$ cat src/sv/mfes_pkg.sv
// Shared types, codes and encode helpers for the MIDI file event serializer.
`default_nettype none

package mfes_pkg;

    localparam int unsigned REC_BYTES = 14;
    localparam int unsigned REC_W     = REC_BYTES * 8;

    typedef logic [2:0] t_mode;

    localparam t_mode MODE_FILE_HDR  = 3'd0;
    localparam t_mode MODE_TRACK_HDR = 3'd1;
    localparam t_mode MODE_CHAN_EVT  = 3'd2;
    localparam t_mode MODE_META_HDR  = 3'd3;
    localparam t_mode MODE_PAYLOAD   = 3'd4;
    localparam t_mode MODE_EOT       = 3'd5;

    localparam logic CFG_MAX_DELTA = 1'b0;
    localparam logic CFG_DIVISION  = 1'b1;

    localparam logic [27:0] MAX_DELTA_RST = 28'hFFF_FFFF;
    localparam logic [15:0] DIVISION_RST  = 16'd500;

    localparam logic [31:0] FILE_TAG    = "MThd";
    localparam logic [31:0] TRACK_TAG   = "MTrk";
    localparam logic [31:0] FILE_HDR_LEN = 32'd6;
    localparam logic [7:0]  META_STATUS = 8'hFF;
    localparam logic [7:0]  META_EOT    = 8'h2F;
    localparam logic [7:0]  VLQ_CONT    = 8'h80;

    typedef logic [REC_W-1:0] t_rec_bytes;

    // byte 0 of the record goes out first
    typedef struct packed {
        logic [3:0] last_idx;
        t_rec_bytes bytes;
    } t_rec;

    typedef struct packed {
        logic [2:0]  nbytes;
        logic [31:0] bytes;
    } t_vlq;

    typedef struct packed {
        logic push;
    } t_wr_ctl;

    function automatic logic [31:0] byte_rev32(input logic [31:0] v);
        return {v[7:0], v[15:8], v[23:16], v[31:24]};
    endfunction

    // clamp, then VLQ with the most significant group in byte 0
    function automatic t_vlq vlq_encode(input logic [31:0] v, input logic [27:0] lim);
        logic [27:0] c;
        t_vlq        r;
        c = (v > {4'd0, lim}) ? lim : v[27:0];
        if (c[27:21] != 7'd0) begin
            r.nbytes = 3'd4;
            r.bytes  = {1'b0, c[6:0], VLQ_CONT[7], c[13:7],
                        VLQ_CONT[7], c[20:14], VLQ_CONT[7], c[27:21]};
        end else if (c[20:14] != 7'd0) begin
            r.nbytes = 3'd3;
            r.bytes  = {8'd0, 1'b0, c[6:0], VLQ_CONT[7], c[13:7], VLQ_CONT[7], c[20:14]};
        end else if (c[13:7] != 7'd0) begin
            r.nbytes = 3'd2;
            r.bytes  = {16'd0, 1'b0, c[6:0], VLQ_CONT[7], c[13:7]};
        end else begin
            r.nbytes = 3'd1;
            r.bytes  = {24'd0, 1'b0, c[6:0]};
        end
        return r;
    endfunction

endpackage

`default_nettype wire

$ cat src/sv/mfes_front.sv
// Front end: config registers, item decode and record assembly.
`default_nettype none

module mfes_front (
    input  wire logic                  i_clk,
    input  wire logic                  i_rst_n,
    input  wire logic                  i_cfg_we,
    input  wire logic                  i_cfg_index,
    input  wire logic [27:0]           i_cfg_data,
    input  wire logic                  i_in_valid,
    input  wire logic [2:0]            i_mode,
    input  wire logic [31:0]           i_delta,
    input  wire logic [7:0]            i_status,
    input  wire logic [7:0]            i_data1,
    input  wire logic [7:0]            i_data2,
    input  wire logic [7:0]            i_meta_type,
    input  wire logic [31:0]           i_length,
    input  wire logic [7:0]            i_payload_byte,
    input  wire logic                  i_full,
    output logic                       o_in_ready,
    output mfes_pkg::t_wr_ctl          o_wr,
    output mfes_pkg::t_rec             o_rec
);

    logic [27:0]       r_max_delta;
    logic [15:0]       r_division;
    mfes_pkg::t_vlq    vd;
    mfes_pkg::t_vlq    vl;
    logic              known;
    logic [2:0]        sh_len;

    always_ff @(posedge i_clk) begin
        if (!i_rst_n) begin
            r_max_delta <= mfes_pkg::MAX_DELTA_RST;
            r_division  <= mfes_pkg::DIVISION_RST;
        end else if (i_cfg_we) begin
            unique case (i_cfg_index)
                mfes_pkg::CFG_MAX_DELTA: r_max_delta <= i_cfg_data;
                mfes_pkg::CFG_DIVISION:  r_division  <= i_cfg_data[15:0];
                default: ;
            endcase
        end
    end

    assign vd     = mfes_pkg::vlq_encode(i_delta, r_max_delta);
    assign vl     = mfes_pkg::vlq_encode(i_length, r_max_delta);
    assign sh_len = 3'(vd.nbytes + 3'd2);

    always_comb begin
        known      = 1'b1;
        o_rec      = '0;
        unique case (i_mode)
            mfes_pkg::MODE_FILE_HDR: begin
                o_rec.last_idx = 4'd13;
                o_rec.bytes    = {r_division[7:0], r_division[15:8], 8'h01, 8'h00,
                                  8'h00, 8'h00,
                                  mfes_pkg::byte_rev32(mfes_pkg::FILE_HDR_LEN),
                                  mfes_pkg::byte_rev32(mfes_pkg::FILE_TAG)};
            end
            mfes_pkg::MODE_TRACK_HDR: begin
                o_rec.last_idx = 4'd7;
                o_rec.bytes    = mfes_pkg::t_rec_bytes'({mfes_pkg::byte_rev32(i_length),
                                  mfes_pkg::byte_rev32(mfes_pkg::TRACK_TAG)});
            end
            mfes_pkg::MODE_CHAN_EVT: begin
                o_rec.last_idx = 4'({1'b0, vd.nbytes} + 4'd2);
                o_rec.bytes    = mfes_pkg::t_rec_bytes'(vd.bytes)
                               | (mfes_pkg::t_rec_bytes'({1'b0, i_data2[6:0], 1'b0,
                                  i_data1[6:0], i_status}) << {vd.nbytes, 3'b000});
            end
            mfes_pkg::MODE_META_HDR: begin
                o_rec.last_idx = 4'({1'b0, vd.nbytes} + {1'b0, vl.nbytes} + 4'd1);
                o_rec.bytes    = mfes_pkg::t_rec_bytes'(vd.bytes)
                               | (mfes_pkg::t_rec_bytes'({i_meta_type,
                                  mfes_pkg::META_STATUS}) << {vd.nbytes, 3'b000})
                               | (mfes_pkg::t_rec_bytes'(vl.bytes) << {sh_len, 3'b000});
            end
            mfes_pkg::MODE_PAYLOAD: begin
                o_rec.last_idx = 4'd0;
                o_rec.bytes    = mfes_pkg::t_rec_bytes'(i_payload_byte);
            end
            mfes_pkg::MODE_EOT: begin
                o_rec.last_idx = 4'd3;
                o_rec.bytes    = mfes_pkg::t_rec_bytes'({8'h00, mfes_pkg::META_EOT,
                                  mfes_pkg::META_STATUS, 8'h00});
            end
            default: known = 1'b0;
        endcase
    end

    // unknown modes are taken and dropped
    assign o_in_ready = !i_full;
    assign o_wr.push  = i_in_valid && known && !i_full;

endmodule

`default_nettype wire

$ cat src/sv/mfes_queue.sv
// Record queue between the front end and the byte serializer.
`default_nettype none

module mfes_queue #(
    parameter int unsigned DEPTH = 2
) (
    input  wire logic              i_clk,
    input  wire logic              i_rst_n,
    input  mfes_pkg::t_wr_ctl      i_wr,
    input  mfes_pkg::t_rec         i_rec,
    input  wire logic              i_pop,
    output logic                   o_full,
    output logic                   o_empty,
    output mfes_pkg::t_rec         o_rec
);

    localparam int unsigned PtrW = (DEPTH > 1) ? $clog2(DEPTH) : 1;
    localparam int unsigned CntW = $clog2(DEPTH + 1);

    mfes_pkg::t_rec  r_mem [DEPTH];
    logic [PtrW-1:0] r_wr_ptr, n_wr_ptr;
    logic [PtrW-1:0] r_rd_ptr, n_rd_ptr;
    logic [CntW-1:0] r_count, n_count;
    logic            do_pop;

    assign o_full  = (r_count == CntW'(DEPTH));
    assign o_empty = (r_count == '0);
    assign do_pop  = i_pop && !o_empty;
    assign o_rec   = r_mem[r_rd_ptr];

    always_comb begin
        n_wr_ptr = r_wr_ptr;
        n_rd_ptr = r_rd_ptr;
        n_count  = r_count;
        if (i_wr.push) begin
            n_wr_ptr = (r_wr_ptr == PtrW'(DEPTH - 1)) ? '0 : PtrW'(r_wr_ptr + 1'b1);
        end
        if (do_pop) begin
            n_rd_ptr = (r_rd_ptr == PtrW'(DEPTH - 1)) ? '0 : PtrW'(r_rd_ptr + 1'b1);
        end
        if (i_wr.push && !do_pop) begin
            n_count = CntW'(r_count + 1'b1);
        end else if (!i_wr.push && do_pop) begin
            n_count = CntW'(r_count - 1'b1);
        end
    end

    always_ff @(posedge i_clk) begin
        if (!i_rst_n) begin
            r_wr_ptr <= '0;
            r_rd_ptr <= '0;
            r_count  <= '0;
        end else begin
            r_wr_ptr <= n_wr_ptr;
            r_rd_ptr <= n_rd_ptr;
            r_count  <= n_count;
        end
    end

    always_ff @(posedge i_clk) begin
        if (i_wr.push) begin
            r_mem[r_wr_ptr] <= i_rec;
        end
    end

endmodule

`default_nettype wire

$ cat src/sv/mfes_back.sv
// Back end: shifts one record out a byte per beat and flags its last byte.
`default_nettype none

module mfes_back (
    input  wire logic          i_clk,
    input  wire logic          i_rst_n,
    input  wire logic          i_empty,
    input  mfes_pkg::t_rec     i_rec,
    output logic               o_pop,
    input  wire logic          i_out_ready,
    output logic               o_out_valid,
    output logic [7:0]         o_out_byte,
    output logic               o_last
);

    logic                 r_valid, n_valid;
    logic [3:0]           r_left, n_left;
    mfes_pkg::t_rec_bytes r_bytes, n_bytes;
    logic                 beat;

    assign beat        = r_valid && i_out_ready;
    assign o_pop       = !i_empty && (!r_valid || (beat && r_left == 4'd0));
    assign o_out_valid = r_valid;
    assign o_out_byte  = r_bytes[7:0];
    assign o_last      = (r_left == 4'd0);

    always_comb begin
        n_valid = r_valid;
        n_left  = r_left;
        n_bytes = r_bytes;
        if (o_pop) begin
            n_valid = 1'b1;
            n_left  = i_rec.last_idx;
            n_bytes = i_rec.bytes;
        end else if (beat) begin
            if (r_left == 4'd0) begin
                n_valid = 1'b0;
            end else begin
                n_left  = 4'(r_left - 1'b1);
                n_bytes = r_bytes >> 8;
            end
        end
    end

    always_ff @(posedge i_clk) begin
        if (!i_rst_n) begin
            r_valid <= 1'b0;
            r_left  <= '0;
        end else begin
            r_valid <= n_valid;
            r_left  <= n_left;
        end
    end

    always_ff @(posedge i_clk) begin
        r_bytes <= n_bytes;
    end

endmodule

`default_nettype wire

$ cat src/sv/midi_file_event_serializer_unit.sv
// Top level of the Standard MIDI File record serializer.
//
// Input channel (i_in_valid / o_in_ready): one beat asks for one record,
// selected by i_mode. Output channel (o_out_valid / i_out_ready): one beat
// per file byte, o_last high on the final byte of each record.
// Config: i_cfg_we writes i_cfg_data to register i_cfg_index
// (0 max_delta, 1 division); write only while the block is idle.
// Path: with the output side idle, an accepted record is written to the record
// queue, then popped into the output shifter, which raises o_out_valid for it.
// Output: a record of N bytes (1 to 14) leaves as N output beats from the
// one-byte-per-beat output shifter; a channel event is 4 to 7 bytes.
// Inputs keep being taken while the record queue (QUEUE_DEPTH records) has
// room, so decode overlaps byte output. Modes 6 and 7 are taken and dropped.
// Output stall: the current byte holds; once the queue fills, o_in_ready
// drops. Reset empties queue and output and restores max_delta 0x0FFFFFFF
// and division 500.
`default_nettype none

module midi_file_event_serializer_unit #(
    parameter int unsigned QUEUE_DEPTH = 2
) (
    input  wire logic        i_clk,
    input  wire logic        i_rst_n,
    input  wire logic        i_cfg_we,
    input  wire logic        i_cfg_index,
    input  wire logic [27:0] i_cfg_data,
    input  wire logic        i_in_valid,
    output logic             o_in_ready,
    input  wire logic [2:0]  i_mode,
    input  wire logic [31:0] i_delta,
    input  wire logic [7:0]  i_status,
    input  wire logic [7:0]  i_data1,
    input  wire logic [7:0]  i_data2,
    input  wire logic [7:0]  i_meta_type,
    input  wire logic [31:0] i_length,
    input  wire logic [7:0]  i_payload_byte,
    output logic             o_out_valid,
    input  wire logic        i_out_ready,
    output logic [7:0]       o_out_byte,
    output logic             o_last
);

    mfes_pkg::t_wr_ctl wr;
    mfes_pkg::t_rec    wr_rec;
    mfes_pkg::t_rec    rd_rec;
    logic              full;
    logic              empty;
    logic              pop;

    mfes_front u_front (
        .i_clk          (i_clk),
        .i_rst_n        (i_rst_n),
        .i_cfg_we       (i_cfg_we),
        .i_cfg_index    (i_cfg_index),
        .i_cfg_data     (i_cfg_data),
        .i_in_valid     (i_in_valid),
        .i_mode         (i_mode),
        .i_delta        (i_delta),
        .i_status       (i_status),
        .i_data1        (i_data1),
        .i_data2        (i_data2),
        .i_meta_type    (i_meta_type),
        .i_length       (i_length),
        .i_payload_byte (i_payload_byte),
        .i_full         (full),
        .o_in_ready     (o_in_ready),
        .o_wr           (wr),
        .o_rec          (wr_rec)
    );

    mfes_queue #(
        .DEPTH (QUEUE_DEPTH)
    ) u_queue (
        .i_clk   (i_clk),
        .i_rst_n (i_rst_n),
        .i_wr    (wr),
        .i_rec   (wr_rec),
        .i_pop   (pop),
        .o_full  (full),
        .o_empty (empty),
        .o_rec   (rd_rec)
    );

    mfes_back u_back (
        .i_clk       (i_clk),
        .i_rst_n     (i_rst_n),
        .i_empty     (empty),
        .i_rec       (rd_rec),
        .o_pop       (pop),
        .i_out_ready (i_out_ready),
        .o_out_valid (o_out_valid),
        .o_out_byte  (o_out_byte),
        .o_last      (o_last)
    );

endmodule

`default_nettype wire

$ cat config.mk
export PLATFORM = sky130hd
export DESIGN_NAME = midi_file_event_serializer_unit
export DESIGN_NICKNAME = d
export VERILOG_FILES = /design/src/sv/mfes_pkg.sv /design/src/sv/mfes_front.sv /design/src/sv/mfes_queue.sv /design/src/sv/mfes_back.sv /design/src/sv/midi_file_event_serializer_unit.sv
export SDC_FILE = /design/constraint.sdc
export NUM_CORES = 1
export LEC_CHECK = 0
export ABC_CLOCK_PERIOD_IN_PS = 14910
export BUFFER_PORTS_ARGS = -buffer_cell sky130_fd_sc_hd__buf_2
export CORE_MARGIN = 2
export CORE_UTILIZATION = 40
export CTS_BUF_LIST = sky130_fd_sc_hd__clkbuf_4
export CTS_CLUSTER_DIAMETER = 120
export DETAILED_ROUTE_END_ITERATION = 10
export PLACE_DENSITY = 0.63
export RECOVER_POWER = 50
export SYNTH_ARGS = -nofsm -noshare
export SYNTH_HDL_FRONTEND = slang
export SYNTH_SLANG_ARGS = --single-unit
export TNS_END_PERCENT = 30
$ cat constraint.sdc
create_clock -name i_clk -period 14.91 [get_ports i_clk]
set_input_delay 0.7455 -clock i_clk [delete_from_list [all_inputs] [get_ports i_clk]]
set_output_delay 0.7455 -clock i_clk [all_outputs]
set_load 0.02 [all_outputs]
==> impl_metrics.py <==
metrics = {
    "cts": {
        "post_cts_buffers": 0,
        "cts_buffers": 96,
        "htreeDepth": 3,
        "cts.sinks": 382,
        "cts-root-buf": "clkbuf_4",
        "clk_pin_slew_ns": 0.07,
        "clock_path_buffers": 3,
        "cts_tree": "built",
        "cts_hold_buf": 0,
        "clk_latency_ns": 0.83,
        "cts_resized": 0,
    },
    "die": {
        "row_count": 82,
        "io_pins": 152,
        "core_area_um2": 50170,
        "die_y_um": 229.4,
        "die_area_um2": 52640,
        "die_x_um": 229.4,
        "start_util_pct": 40.52,
    },
    "place": {
        "pre_cts_slack_ns": 9.631,
        "place_congestion": 1.018,
        "io_buffers": 149,
        "dp_hpwl_um": 51170,
    },
    "yosys": {
        "synth_area_um2": 20330,
        "synth_seq_cells": 382,
        "synth.yosys.seq_area_share_pct": 53.77,
        "synth_ff_type": "edfxtp_1",
        "yosysWarnings": 0,
        "synth_area_leaders": "edfxtp_1 48%, mux2i_1 8.0%, dfxtp_1 5.3%",
        "synth_common_cells": "328 x edfxtp_1, 192 x a21oi_1, 183 x nor2_1",
        "synth_top_area_cell": "edfxtp_1",
        "synth.most_common_cell": "edfxtp_1",
        "avgSynthCellArea_um2": 10.89,
        "ys_types": 81,
        "synth_top_area_share_pct": 48.46,
        "synthArstFlopShare_pct": 0,
        "syn_inst": 1866,
        "synth_edf_count": 328,
    },
    "setup_path": {
        "critPathKind": "flip-flop to flip-flop",
        "end_kind": "flip-flop",
        "cp_max_fo": 68,
        "critPathSlowestCell": "clkbuf_1",
        "critPathMaxStageDelay_ns": 2.99,
        "cp_cell_sequence": "nand2b_1 -> nand3_1 -> inv_1 -> and2_0 -> clkbuf_1",
        "crit_required_ns": 15.17,
        "crit_path_start_kind": "flip-flop",
        "cp.arrival_ns": 6.88,
    },
    "sta": {
        "fin_ws_ns": 8.293,
        "max_freq_ghz": 0.1511,
        "report.final.slew_viol_count": 369,
        "post-route-period-util_pct": 44.38,
        "max_slew_margin_pct": -169.3,
        "skew_ns": 0.08423,
        "finalCriticalPeriod_ns": 6.617,
        "rsz0062_at_grt": "no",
        "worstMarginPinSlew_ns": 4.039,
        "hold_violations": 0,
        "setup_viol": 0,
        "fin_tns_setup_ns": 0,
    },
    "final_layout": {
        "drive_gt1_share_pct": 17.10,
        "nets": 2223,
        "area_growth_pct": 12.11,
    },
    "drt": {
        "drt-initial-drc-count": 1851,
        "wl_per_cell_um": 25.85,
        "drcViolationCount": 0,
        "first_pass_iters": 6,
        "drt-total-wl_um": 71520,
        "antenna_left": 0,
        "vias_per_cell": 5.961,
        "via_count": 16494,
    },
    "power_and_ir_drop": {
        "cellPowerDensity_nw_per_um2": 149.7,
        "p_leak_uw": 0.008358,
        "ir_drop_v": 0.0001026,
    },
    "global_route": {
        "grt_pass1_wl_um": 104000,
        "grt_pass1_vias": 15998,
        "antenna_found_initial": 2,
        "grt_usage_pct": 26.81,
        "grt-ovfl-total": 0,
        "grt_max_degree": 91,
    },
    "job": {
        "maxCapViolations": 7,
    },
    "run_status": {
        "outcome": "finished with violations",
        "failed_checks": "capacitance limit, slew limit",
    },
    "hold_path": {
        "hp-class": "primary input to flip-flop",
    },
}
## cells by family (layout without fill, tap and decap cells)
| family | after synthesis | count (layout) | synth area share [%] |
|---|---|---|---|
| compound gates | 550 | 550 | 17.59 |
| flops | 382 | 382 | 53.77 |
| simple gates | 498 | 498 | 11.17 |
| xor+xnor | 5 | 5 | 0.2154 |
| mux | 196 | 196 | 9.892 |
| buf+inv | 173 | 385 | 3.558 |
| other cells | 1 | 18 | 0.01845 |
| fa+ha+maj | 61 | 61 | 3.792 |
## cells in the final DEF (no fill, tap or decap), types with 18 or more instances in the layout
master and n:
a21oi_1 192, a22oi_1 26, buf_2 136, buf_4 18
clkbuf_4 136, clkinv_1 26, dfxtp_1 53, edfxtp_1 328
ha_1 60, inv_1 41, mux2_2 31, mux2i_1 163
nand2_1 155, nand3_1 22, nor2_1 182, nor2b_1 19
nor3_1 21, o211ai_1 51, o21ai_0 95
## area by class of cell
type | instances | area (um2)
clock inverter | 34 | 167.7
tap | 672 | 840.8
sequential | 382 | 10930
inverter | 44 | 165.2
clock buffer | 136 | 1021
timing repair buffer | 171 | 879.6
antenna | 2 | 5.005
fill | 4696 | 27380
multi-input combinational | 1326 | 8776
## sequential cells by signal (all words and copies together) (netlist names), named ones only
signal / count
u_back.r_bytes: 112
u_queue.r_rd_ptr: 1
u_back.o_out_valid: 1
u_queue.r_wr_ptr: 1
u_front.r_division: 16
u_queue.r_count: 2
u_back.r_left: 4
u_queue.r_mem: 216
u_front.r_max_delta: 28
## power by group
| group | internal, uW | total, uW | switching (uW) |
|---|---|---|---|
| clock | 438 | 854 | 416 |
| combinational | 276 | 892 | 615 |
| sequential | 1560 | 1670 | 109 |
## path summary, 6_finish.rpt
path                                                    startpoint                                    to  slack (ns)  depth (start not counted)
worst max-delay path               u_queue.r_count[0]$_SDFFE_PN0P_        u_queue.r_mem[1][64]$_DFFE_PP_        8.29                          5
worst min-delay path                                i_cfg_data[16]  u_front.r_max_delta[16]$_SDFFE_PN1P_        0.15                          3
worst max register to register     u_queue.r_count[0]$_SDFFE_PN0P_        u_queue.r_mem[1][64]$_DFFE_PP_        8.29                          5
worst min register to register  u_front.r_division[9]$_SDFFE_PN0P_    u_front.r_division[9]$_SDFFE_PN0P_        0.47                          2
## critical path: cells and delay by family, from the launching register on
kind          cells  cell delay [ns]
flops             1             0.40
simple gates      3             2.49
buf+inv           2             3.11
## metrics by stage
stage	cell area (um2)	total power (uW)	hold slack [ns]	utilization [%]	instances
floorplan	20380	2281	0.4320	-	1881
global placement	21650	2556	0.4428	43.16	2595
detailed placement	21650	2578	0.4525	43.16	2595
CTS	22840	3442	0.07109	45.53	2765
global route	22790	3608	0.1066	45.42	2767
finish	22790	3412	0.1503	45.42	2767
## per-layer routing
metal  up-vias  global-route usage (%)  share of wire [%]
met5         -                       0                  0
met4         0                   14.65                5.3
met3       162                   5.092                8.2
met2       885                   41.12                 45
met1      7988                   35.84                 42
li1       7459                       -                  -
(Power assumes the default switching activity.)
